==> src/rgbsalu_pkg.sv <==
`timescale 1ns / 1ps

package rgbsalu_pkg;

	localparam int unsigned CHAN_W = 8;
	localparam int unsigned SCALE_W = 16;
	localparam int unsigned PROD_W = CHAN_W + SCALE_W;
	localparam logic [CHAN_W-1:0] CHAN_MAX = 8'd255;

	typedef enum logic [1:0] {
		KIND_ADD   = 2'd0,
		KIND_SUB   = 2'd1,
		KIND_MOD   = 2'd2,
		KIND_SCALE = 2'd3
	} kind_t;

	typedef enum logic [1:0] {
		ORDER_RGBA = 2'd0,
		ORDER_ARGB = 2'd1,
		ORDER_ABGR = 2'd2,
		ORDER_BGRA = 2'd3
	} order_t;

	// floor(p / 255), exact for p up to 255 * 255
	function automatic logic [CHAN_W-1:0] div255(input logic [15:0] p);
		logic [16:0] t;
		t = {1'b0, p} + 17'd1 + {9'd0, p[15:8]};
		return t[15:8];
	endfunction

endpackage

==> src/rgbsalu_lane.sv <==
`timescale 1ns / 1ps

module rgbsalu_lane (
	input  logic                               clk,
	input  logic                               en_s1,
	input  rgbsalu_pkg::kind_t                 kind,
	input  logic [rgbsalu_pkg::CHAN_W-1:0]     x,
	input  logic [rgbsalu_pkg::CHAN_W-1:0]     y,
	input  logic signed [rgbsalu_pkg::SCALE_W-1:0] scale,
	output logic [rgbsalu_pkg::CHAN_W-1:0]     chan
);
	import rgbsalu_pkg::*;

	logic [CHAN_W:0]        sum;
	logic [CHAN_W-1:0]      addsub;
	logic [SCALE_W-1:0]     mul_b;
	logic [PROD_W-1:0]      prod;

	kind_t                  kind_s1;
	logic [CHAN_W-1:0]      addsub_s1;
	logic [PROD_W-1:0]      prod_s1;

	// first stage: add/subtract with clamp, one shared multiplier
	always_comb begin
		sum = {1'b0, x} + {1'b0, y};
		if (kind == KIND_ADD) begin
			addsub = sum[CHAN_W] ? CHAN_MAX : sum[CHAN_W-1:0];
		end else begin
			addsub = (x > y) ? (x - y) : '0;
		end
		case (kind)
			KIND_MOD:   mul_b = {{(SCALE_W-CHAN_W){1'b0}}, y};
			KIND_SCALE: mul_b = scale[SCALE_W-1] ? '0 : scale; // negative -> 0
			default:    mul_b = '0;
		endcase
		prod = {{SCALE_W{1'b0}}, x} * {{CHAN_W{1'b0}}, mul_b};
	end

	always_ff @(posedge clk) begin
		if (en_s1) begin
			kind_s1   <= kind;
			addsub_s1 <= addsub;
			prod_s1   <= prod;
		end
	end

	// second stage: pass add/subtract through, divide by 255, or drop the Q8.8 fraction and clamp
	always_comb begin
		case (kind_s1) inside
			KIND_ADD, KIND_SUB: chan = addsub_s1;
			KIND_MOD:           chan = div255(prod_s1[15:0]);
			default:            chan = (|prod_s1[PROD_W-1:16]) ? CHAN_MAX : prod_s1[15:8];
		endcase
	end

endmodule

==> src/rgbsalu_pack.sv <==
`timescale 1ns / 1ps

module rgbsalu_pack (
	input  rgbsalu_pkg::order_t              order,
	input  logic [rgbsalu_pkg::CHAN_W-1:0]   red,
	input  logic [rgbsalu_pkg::CHAN_W-1:0]   green,
	input  logic [rgbsalu_pkg::CHAN_W-1:0]   blue,
	input  logic [rgbsalu_pkg::CHAN_W-1:0]   alpha,
	output logic [4*rgbsalu_pkg::CHAN_W-1:0] packed_word
);
	import rgbsalu_pkg::*;

	always_comb begin
		unique case (order)
			ORDER_RGBA: packed_word = {red, green, blue, alpha};
			ORDER_ARGB: packed_word = {alpha, red, green, blue};
			ORDER_ABGR: packed_word = {alpha, blue, green, red};
			ORDER_BGRA: packed_word = {blue, green, red, alpha};
			default:    packed_word = {red, green, blue, alpha};
		endcase
	end

endmodule

==> src/rgba8_saturating_channel_alu_top.sv <==
`timescale 1ns / 1ps

// RGBA8 saturating channel ALU.
// Input channel (in_valid / in_stall): one transaction carries two colors a and b,
// a signed Q8.8 scale and the operation kind (add, subtract, modulate, scale).
// Output channel (out_valid / out_stall): one transaction per input, giving the
// four saturated channels and packed_res, the channels packed in pack_order.
// Config channel (cfg_valid / cfg_ready): writes pack_order; always ready.
// Write it only while no transaction is in flight.
// Two register stages: a transaction passes the lane register, then the output register, to out_valid.
// Four lanes, one per channel, each with one multiplier registered before the
// divide-by-255 / clamp step; that multiplier sets the cycle. Throughput: one
// transaction per cycle while out_stall is low.
// When the receiver stalls, the output register holds; the lane stage fills
// and then in_stall rises in the same cycle, so nothing is dropped.
// Reset clears the valid flags and sets pack_order to RGBA.
module rgba8_saturating_channel_alu_top (
	input  logic        clk,
	input  logic        arst_n,
	input  logic        in_valid,
	output logic        in_stall,
	input  logic [1:0]  kind,
	input  logic [7:0]  a_red,
	input  logic [7:0]  a_green,
	input  logic [7:0]  a_blue,
	input  logic [7:0]  a_alpha,
	input  logic [7:0]  b_red,
	input  logic [7:0]  b_green,
	input  logic [7:0]  b_blue,
	input  logic [7:0]  b_alpha,
	input  logic signed [15:0] scale,
	output logic        out_valid,
	input  logic        out_stall,
	output logic [7:0]  out_red,
	output logic [7:0]  out_green,
	output logic [7:0]  out_blue,
	output logic [7:0]  out_alpha,
	output logic [31:0] packed_res,
	input  logic        cfg_valid,
	output logic        cfg_ready,
	input  logic [1:0]  cfg_data
);
	import rgbsalu_pkg::*;

	order_t             pack_order_q;
	logic               valid_s1;
	logic               valid_s2;
	logic               en_s1;
	logic               en_s2;
	kind_t              kind_in;
	logic [CHAN_W-1:0]  red_c, green_c, blue_c, alpha_c;
	logic [31:0]        packed_c;
	logic [CHAN_W-1:0]  red_s2, green_s2, blue_s2, alpha_s2;
	logic [31:0]        packed_s2;

	// stage advances when empty or when the next one moves
	assign en_s2    = !valid_s2 || !out_stall;
	assign en_s1    = !valid_s1 || en_s2;
	assign in_stall = !en_s1;
	assign cfg_ready = 1'b1;
	assign kind_in  = kind_t'(kind);

	always_ff @(posedge clk or negedge arst_n) begin
		if (!arst_n) begin
			pack_order_q <= ORDER_RGBA;
			valid_s1     <= 1'b0;
			valid_s2     <= 1'b0;
		end else begin
			if (cfg_valid && cfg_ready) begin
				pack_order_q <= order_t'(cfg_data);
			end
			if (en_s1) begin
				valid_s1 <= in_valid;
			end
			if (en_s2) begin
				valid_s2 <= valid_s1;
			end
		end
	end

	// one lane per channel
	rgbsalu_lane u_lane_red (
		.clk(clk), .en_s1(en_s1), .kind(kind_in), .x(a_red), .y(b_red),
		.scale(scale), .chan(red_c)
	);
	rgbsalu_lane u_lane_green (
		.clk(clk), .en_s1(en_s1), .kind(kind_in), .x(a_green), .y(b_green),
		.scale(scale), .chan(green_c)
	);
	rgbsalu_lane u_lane_blue (
		.clk(clk), .en_s1(en_s1), .kind(kind_in), .x(a_blue), .y(b_blue),
		.scale(scale), .chan(blue_c)
	);
	rgbsalu_lane u_lane_alpha (
		.clk(clk), .en_s1(en_s1), .kind(kind_in), .x(a_alpha), .y(b_alpha),
		.scale(scale), .chan(alpha_c)
	);

	// merge: byte ordering of the packed word
	rgbsalu_pack u_pack (
		.order(pack_order_q), .red(red_c), .green(green_c), .blue(blue_c),
		.alpha(alpha_c), .packed_word(packed_c)
	);

	// output register
	always_ff @(posedge clk) begin
		if (en_s2) begin
			red_s2    <= red_c;
			green_s2  <= green_c;
			blue_s2   <= blue_c;
			alpha_s2  <= alpha_c;
			packed_s2 <= packed_c;
		end
	end

	assign out_valid  = valid_s2;
	assign out_red    = red_s2;
	assign out_green  = green_s2;
	assign out_blue   = blue_s2;
	assign out_alpha  = alpha_s2;
	assign packed_res = packed_s2;

	a_s1_moves_to_out: assert property (@(posedge clk) disable iff (!arst_n)
		valid_s1 && en_s2 |=> out_valid)
		else $error("lane stage transaction did not reach output");

	a_empty_no_stall: assert property (@(posedge clk) disable iff (!arst_n)
		!valid_s1 |-> !in_stall)
		else $error("input stalled with empty lane stage");

	a_pack_rgba: assert property (@(posedge clk) disable iff (!arst_n)
		out_valid && pack_order_q == ORDER_RGBA
			|-> packed_res == {out_red, out_green, out_blue, out_alpha})
		else $error("packed word disagrees with channels");

endmodule
==> config.mk <==
export PLATFORM = sky130hd
export DESIGN_NAME = rgba8_saturating_channel_alu_top
export DESIGN_NICKNAME = d
export VERILOG_FILES = /design/src/rgbsalu_pkg.sv /design/src/rgbsalu_lane.sv /design/src/rgbsalu_pack.sv /design/src/rgba8_saturating_channel_alu_top.sv
export SDC_FILE = /design/constraint.sdc
export NUM_CORES = 2
export LEC_CHECK = 0
export ABC_AREA = 1
export BUFFER_PORTS_ARGS = -buffer_cell sky130_fd_sc_hd__buf_2
export CAP_MARGIN = 5
export CELL_PAD_IN_SITES_DETAIL_PLACEMENT = 0
export CELL_PAD_IN_SITES_GLOBAL_PLACEMENT = 1
export CORE_AREA = 2 2 255 257
export CTS_CLUSTER_SIZE = 16
export DETAILED_ROUTE_END_ITERATION = 8
export DIE_AREA = 0 0 257 259
export PLACE_DENSITY_LB_ADDON = 0.2
export SLEW_MARGIN = 20
export SYNTH_ARGS = -nofsm -noshare
export SYNTH_HDL_FRONTEND = slang
export SYNTH_SLANG_ARGS = --single-unit
==> constraint.sdc <==
create_clock -name clk -period 5.8 [get_ports clk]
set_clock_uncertainty 0.1 [all_clocks]
set_input_delay 1.16 -clock clk [delete_from_list [all_inputs] [get_ports clk]]
set_output_delay 1.16 -clock clk [all_outputs]
set_load 0.05 [all_outputs]
# Word level (Yosys, flattened, before mapping)
# Index checks and enable logic that the tools add are counted.
[word_totals]
input_bits = 89
ff_bits = 198
[classes]
add_sub_neg = 16
eq_ne = 7
muxes = 30
order_cmp = 4
reduce_logical = 14
n_mul = 4
[op_table]
columns = ["cell", "count"]
rows = [
  ["$mux 8", 24],
  ["$pmux 16 s2", 4],
  ["$pmux 32 s4", 1],
  ["$mul 8x16->24", 4],
  ["$add 16x1->16 const B", 4],
  ["$add 16x8->16", 4],
  ["$add 8x8->9", 4],
  ["$gt 8x8->1", 4],
  ["$reduce_or 8->1", 4],
  ["$sub 8x8->8", 4],
  ["$mux 15", 1],
  ["$eq 2x2->1 const B", 5],
  ["$logic_not 2->1", 3],
  ["$eq 2x1->1 const B", 2],
  ["$logic_not 1->1", 4],
  ["$logic_or 1x1->1", 2],
  ["$reduce_or 2->1", 1],
]

# Logic depth before layout (Yosys ltp)
[logic_depth]
word_depth = 5
mapped_depth = 25
depth_no_buf = 24

# Modules after synthesis
# Synthesis repeated with hierarchy kept, for this count alone.
[unflattened]
cells_unflattened = 3950
hier_area_um2 = 29724.8
[by_module_without_submodules]
columns = ["module", "area_each_um2", "instances", "cells_each", "seq_area_each_um2"]
rows = [
  ["rgbsalu_lane (u_lane_red)", 6805.3, 1, 933, 1021.0],
  ["rgbsalu_lane (u_lane_blue)", 6741.5, 1, 944, 1021.0],
  ["rgbsalu_lane (u_lane_green)", 6646.4, 1, 919, 1021.0],
  ["rgbsalu_lane (u_lane_alpha)", 6573.8, 1, 892, 1021.0],
  ["rgba8_saturating_channel_alu_top", 2092.0, 1, 84, 2021.9],
  ["rgbsalu_pack", 865.8, 1, 178, 0.0],
]

# Worst setup path after synthesis
# No wires, ideal clock.
[synth_timing]
path_type = "in2reg"
startpoint = "input out_stall"
endpoint = "register u_lane_alpha.addsub_s1[0], enable pin"
path_slack_ns = -0.752
setup_ns = 0.482
required_ns = 5.218
arrival_time_ns = 5.970
cell_stages = 3
cell_sequence = "nand2_1 > nor2_1 > inv_1"
[synth_between]
elab_chain_len = 3
[synth_lines]
columns = ["item", "line", "rtl"]
rows = [
  ["start: declaration", "rgba8_saturating_channel_alu_top.sv:33", "input logic out_stall,"],
  ["$logic_not 1->1", "rgba8_saturating_channel_alu_top.sv:57", "assign en_s2 = !valid_s2 || !out_stall;"],
  ["$logic_or 1x1->1", "rgba8_saturating_channel_alu_top.sv:57", ""],
  ["$logic_or 1x1->1", "rgba8_saturating_channel_alu_top.sv:58", "assign en_s1 = !valid_s1 || en_s2;"],
  ["end signal: assignment", "rgbsalu_lane.sv:42", "addsub_s1 <= addsub;"],
  ["end: declaration", "rgbsalu_lane.sv:20", "logic [CHAN_W-1:0] addsub_s1;"],
]
# Every way passes these cells.
# A chain may end at the register's enable or synchronous reset.

# Worst setup path in the final report
[layout_timing]
startpoint = "input kind[1]"
endpoint = "register u_lane_green.prod_s1[15], data pin"
[layout_between]
elab_chain_len = 3
word_cells_on_any_way = 4
[layout_lines]
columns = ["item", "line", "rtl"]
rows = [
  ["start: declaration", "rgba8_saturating_channel_alu_top.sv:22", "input logic [1:0] kind,"],
  ["$eq 2x2->1", "rgbsalu_lane.sv:31", "case (kind)"],
  ["$pmux 16 s2 *", "rgbsalu_lane.sv:31", ""],
  ["$mul 8x16->24 *", "rgbsalu_lane.sv:36", "prod = {{SCALE_W{1'b0}}, x} * {{CHAN_W{1'b0}}, mul_b};"],
  ["named net u_lane_green.prod[15]", "rgbsalu_lane.sv:17", "logic [PROD_W-1:0] prod;"],
  ["end signal: assignment", "rgbsalu_lane.sv:43", "prod_s1 <= prod;"],
  ["end: declaration", "rgbsalu_lane.sv:21", "logic [PROD_W-1:0] prod_s1;"],
]
# Mark *: on every way through the listed nets, which the timed path passes. The rest lies on a longest branch.

==> flow_metrics.env <==
export IMPL_global_route_overflow_total=0
export IMPL_hp_class="reg2reg"
export IMPL_critical_path_rt_ns=5.95
export IMPL_final_instance_count_excl_fill=4915
export IMPL_die_height_um=259
export IMPL_post_route_period_util_pct=97.3
export IMPL_number_of_sinks_on_the_clock_net=198
export IMPL_vdd_drop_max_mv=0.258
export IMPL_cts_clk_pin_slew_worst_paths_ns=0.08
export IMPL_synth_main_ff_cell="sky130_fd_sc_hd__edfxtp_1"
export IMPL_viasPerCell=5.17
export IMPL_worstHoldPathCells=2
export IMPL_max_cap_violations=0
export IMPL_crit_arrival_ns=5.79
export IMPL_post_route_cells_drive_above_1_share_pct=16.1
export IMPL_core_um2=63900
export IMPL_syn2layout_area_growth_pct=17.8
export IMPL_max_clock_freq_mhz=177
export IMPL_place_congestion=0.935
export IMPL_ctsHtreeMaxLevel=4
export IMPL_drc=0
export IMPL_layout_core_utilization_pct=52.3
export IMPL_top_level_ports=156
export IMPL_synth_warning_count=0
export IMPL_rsz_0062_raised_after_global_routing="true"
export IMPL_hold_slack_ns=0.354
export IMPL_via_count_of_the_first_global_routing_pass=25200
export IMPL_synth_ff_latch_count=198
export IMPL_ys_seq_area_share_pct=20.9
export IMPL_cts_inserted_buffers=17
export IMPL_cts_tree="yes"
export IMPL_dpl_cell_count=4880
export IMPL_dp_final_hpwl_um=76000
export IMPL_grt_start_max_net_pins=66
export IMPL_ctsRootBufferMaster="sky130_fd_sc_hd__clkbuf_16"
export IMPL_timing_final_max_slew_violations=0
export IMPL_endpoint_kind="flop"
export IMPL_first_iter_violations=1944
export IMPL_ws_path_type="in2reg"
export IMPL_placement_rows=93
export IMPL_cts_hold_buffers_added=0
export IMPL_synth_async_reset_ratio_pct=2.02
export IMPL_setup_viol=0
export IMPL_placement_io_buffers=154
export IMPL_syn_cell_area_um2=28400
export IMPL_edff_count_synth=194
export IMPL_total_power_uw=7110
export IMPL_tightest_slew_ns=0.936
export IMPL_num_vias=25400
export IMPL_layout_min_cycle_time_ns=5.64
export IMPL_die_outline_area_um2=66600
export IMPL_start_kind="input pin"
export IMPL_worst_max_slew_margin_expressed_relative_to_the_limit_pct=37.5
export IMPL_power_leakage_uw=0.0176
export IMPL_rr_worst_depth=11
export IMPL_antenna_violating_nets_left=0
export IMPL_path_max_fanout=11
export IMPL_grt_antenna_before_repair=3
export IMPL_clock_insertion_delay_at_the_later_pin_of_the_skew_report_ns=0.48
export IMPL_start_util_pct=44.4
export IMPL_postSynthNetCount=4290
export IMPL_hold_viol_final=0
export IMPL_drt_pre_antenna_iters=7
export IMPL_clockBufferDepth=2
export IMPL_routed_wirelength_normalized_by_instance_count_um=18.4
export IMPL_groute_usage_overall_pct=27.8
export IMPL_synthesis_area_per_instance_um2=7.88
export IMPL_global_route_wire_length_before_repair_um=143000
export IMPL_run_status="finished, final reports clean"
export IMPL_die_w_um=257
export IMPL_routed_wl_um=90700
export IMPL_synth_cells=3601
export IMPL_synth_distinct_cells=53
export IMPL_power_per_cell_area_nw_per_um2=213
export IMPL_final_nets=4734
power by group:
group | switching [µW] | internal [µW] | total [µW]
clock | 673 | 590 | 1260
sequential | 231 | 1980 | 2210
combinational | 2320 | 1310 | 3640
per-layer routing:
layer / vias to the layer above / part of all wire [%] / global-route usage [%]
li1: 12300 / - / -
met1: 12200 / 48 / 41.2
met2: 823 / 44 / 42.9
met3: 95 / 6.6 / 3.08
met4: 2 / 2.4 / 7.69
met5: - / 0.019 / 0
Yosys cell counts (all sizes together), types with 30 or more instances:
library cell | count | area, µm²
a21oi | 201 | 1010
buf | 30 | 168
clkbuf | 51 | 195
edfxtp | 194 | 5830
fa | 320 | 6410
ha | 280 | 3500
inv | 667 | 2510
nand2 | 633 | 2380
nand3 | 227 | 1150
nand4 | 61 | 382
nor2 | 540 | 2060
o21ai | 96 | 495
or2 | 53 | 334
xnor2 | 30 | 263
xor2 | 66 | 578
through the flow:
step / cell area [µm²] / setup TNS [ns] / worst slack (ns)
final: 33400 / 0 / 0.159
after global routing: 33400 / -0.0731 / -0.0295
after CTS: 33300 / 0 / 0.124
after detailed placement: 32700 / -16.53 / -0.375
after global placement: 32700 / -14.79 / -0.347
after floorplan: 28400 / 0 / 0.0210
critical path, stage by stage:
cell and delay, ns:
sky130_fd_sc_hd__buf_2 0.09, sky130_fd_sc_hd__inv_1 0.06, sky130_fd_sc_hd__nor3b_4 0.21, sky130_fd_sc_hd__buf_12 0.17
sky130_fd_sc_hd__nand2_1 0.06, sky130_fd_sc_hd__inv_1 0.11, sky130_fd_sc_hd__buf_12 0.13, sky130_fd_sc_hd__a21oi_1 0.05
sky130_fd_sc_hd__or2_2 0.30, sky130_fd_sc_hd__fa_1 0.52, sky130_fd_sc_hd__fa_1 0.56, sky130_fd_sc_hd__inv_1 0.05
sky130_fd_sc_hd__fa_1 0.48, sky130_fd_sc_hd__inv_1 0.05, sky130_fd_sc_hd__fa_1 0.47, sky130_fd_sc_hd__inv_1 0.05
sky130_fd_sc_hd__ha_2 0.37, sky130_fd_sc_hd__nand2_1 0.12, sky130_fd_sc_hd__nor4_1 0.20, sky130_fd_sc_hd__buf_4 0.16
sky130_fd_sc_hd__a21oi_1 0.07, sky130_fd_sc_hd__xnor2_1 0.32
final timing paths:
| path | slack [ns] | endpoint | startpoint |
|---|---|---|---|
| max | 0.16 | u_lane_green.prod_s1[15] | kind[1] |
| min | 0.35 | out_valid | valid_s1 |
| max reg2reg | 2.60 | packed_res[9] | u_lane_blue.kind_s1[1] |
| min reg2reg | 0.35 | out_valid | valid_s1 |
| max in group asynchronous | 5.11 | valid_s1 | arst_n |
| min in group asynchronous | 0.38 | pack_order_q[1] | arst_n |
placed cells by master (no fill, tap or decap), drive strengths merged, types with 96 or more instances in the layout:
| master | n |
|---|---|
| a21oi | 201 |
| buf | 506 |
| edfxtp | 194 |
| fa | 320 |
| ha | 280 |
| inv | 676 |
| nand2 | 633 |
| nand3 | 227 |
| nor2 | 540 |
| o21ai | 96 |
registers in the layout, summed over array words and instances, names as in the netlist, 24 cells and up:
signal                count
u_lane_green.prod_s1     24
u_lane_alpha.prod_s1     24
u_lane_blue.prod_s1      24
packed_res               32
u_lane_red.prod_s1       24
logic make-up (layout without fill, tap and decap cells):
kind of cell | after synthesis | count (layout) | share of synthesized area [%]
buf+inv | 759 | 1216 | 10.3
fa+ha+maj | 600 | 600 | 34.9
flops | 198 | 198 | 20.9
other cells | 1 | 3 | 0.0132
compound gates | 363 | 363 | 7.02
simple gates | 1584 | 1584 | 23.9
xor+xnor | 96 | 96 | 2.96
layout make-up:
class                           count  area [µm²]
Fill cell                        6293       30500
Multi-Input combinational cell   2644       19700
Sequential cell                   198        5930
Timing Repair Buffer              506        3600
Inverter                          678        2550
Tap cell                          855        1070
Clock buffer                       18         429
Clock inverter                     14         173
Antenna cell                        2        5.00
repair_timing:
action / CTS / global route
hold endpoints to repair: 0 / 0
buffers inserted: 0 / 1
gates resized for setup: 0 / 43
endpoints found under the setup margin: 0 / 38
Note: power is estimated with default switching activity, not from simulation.
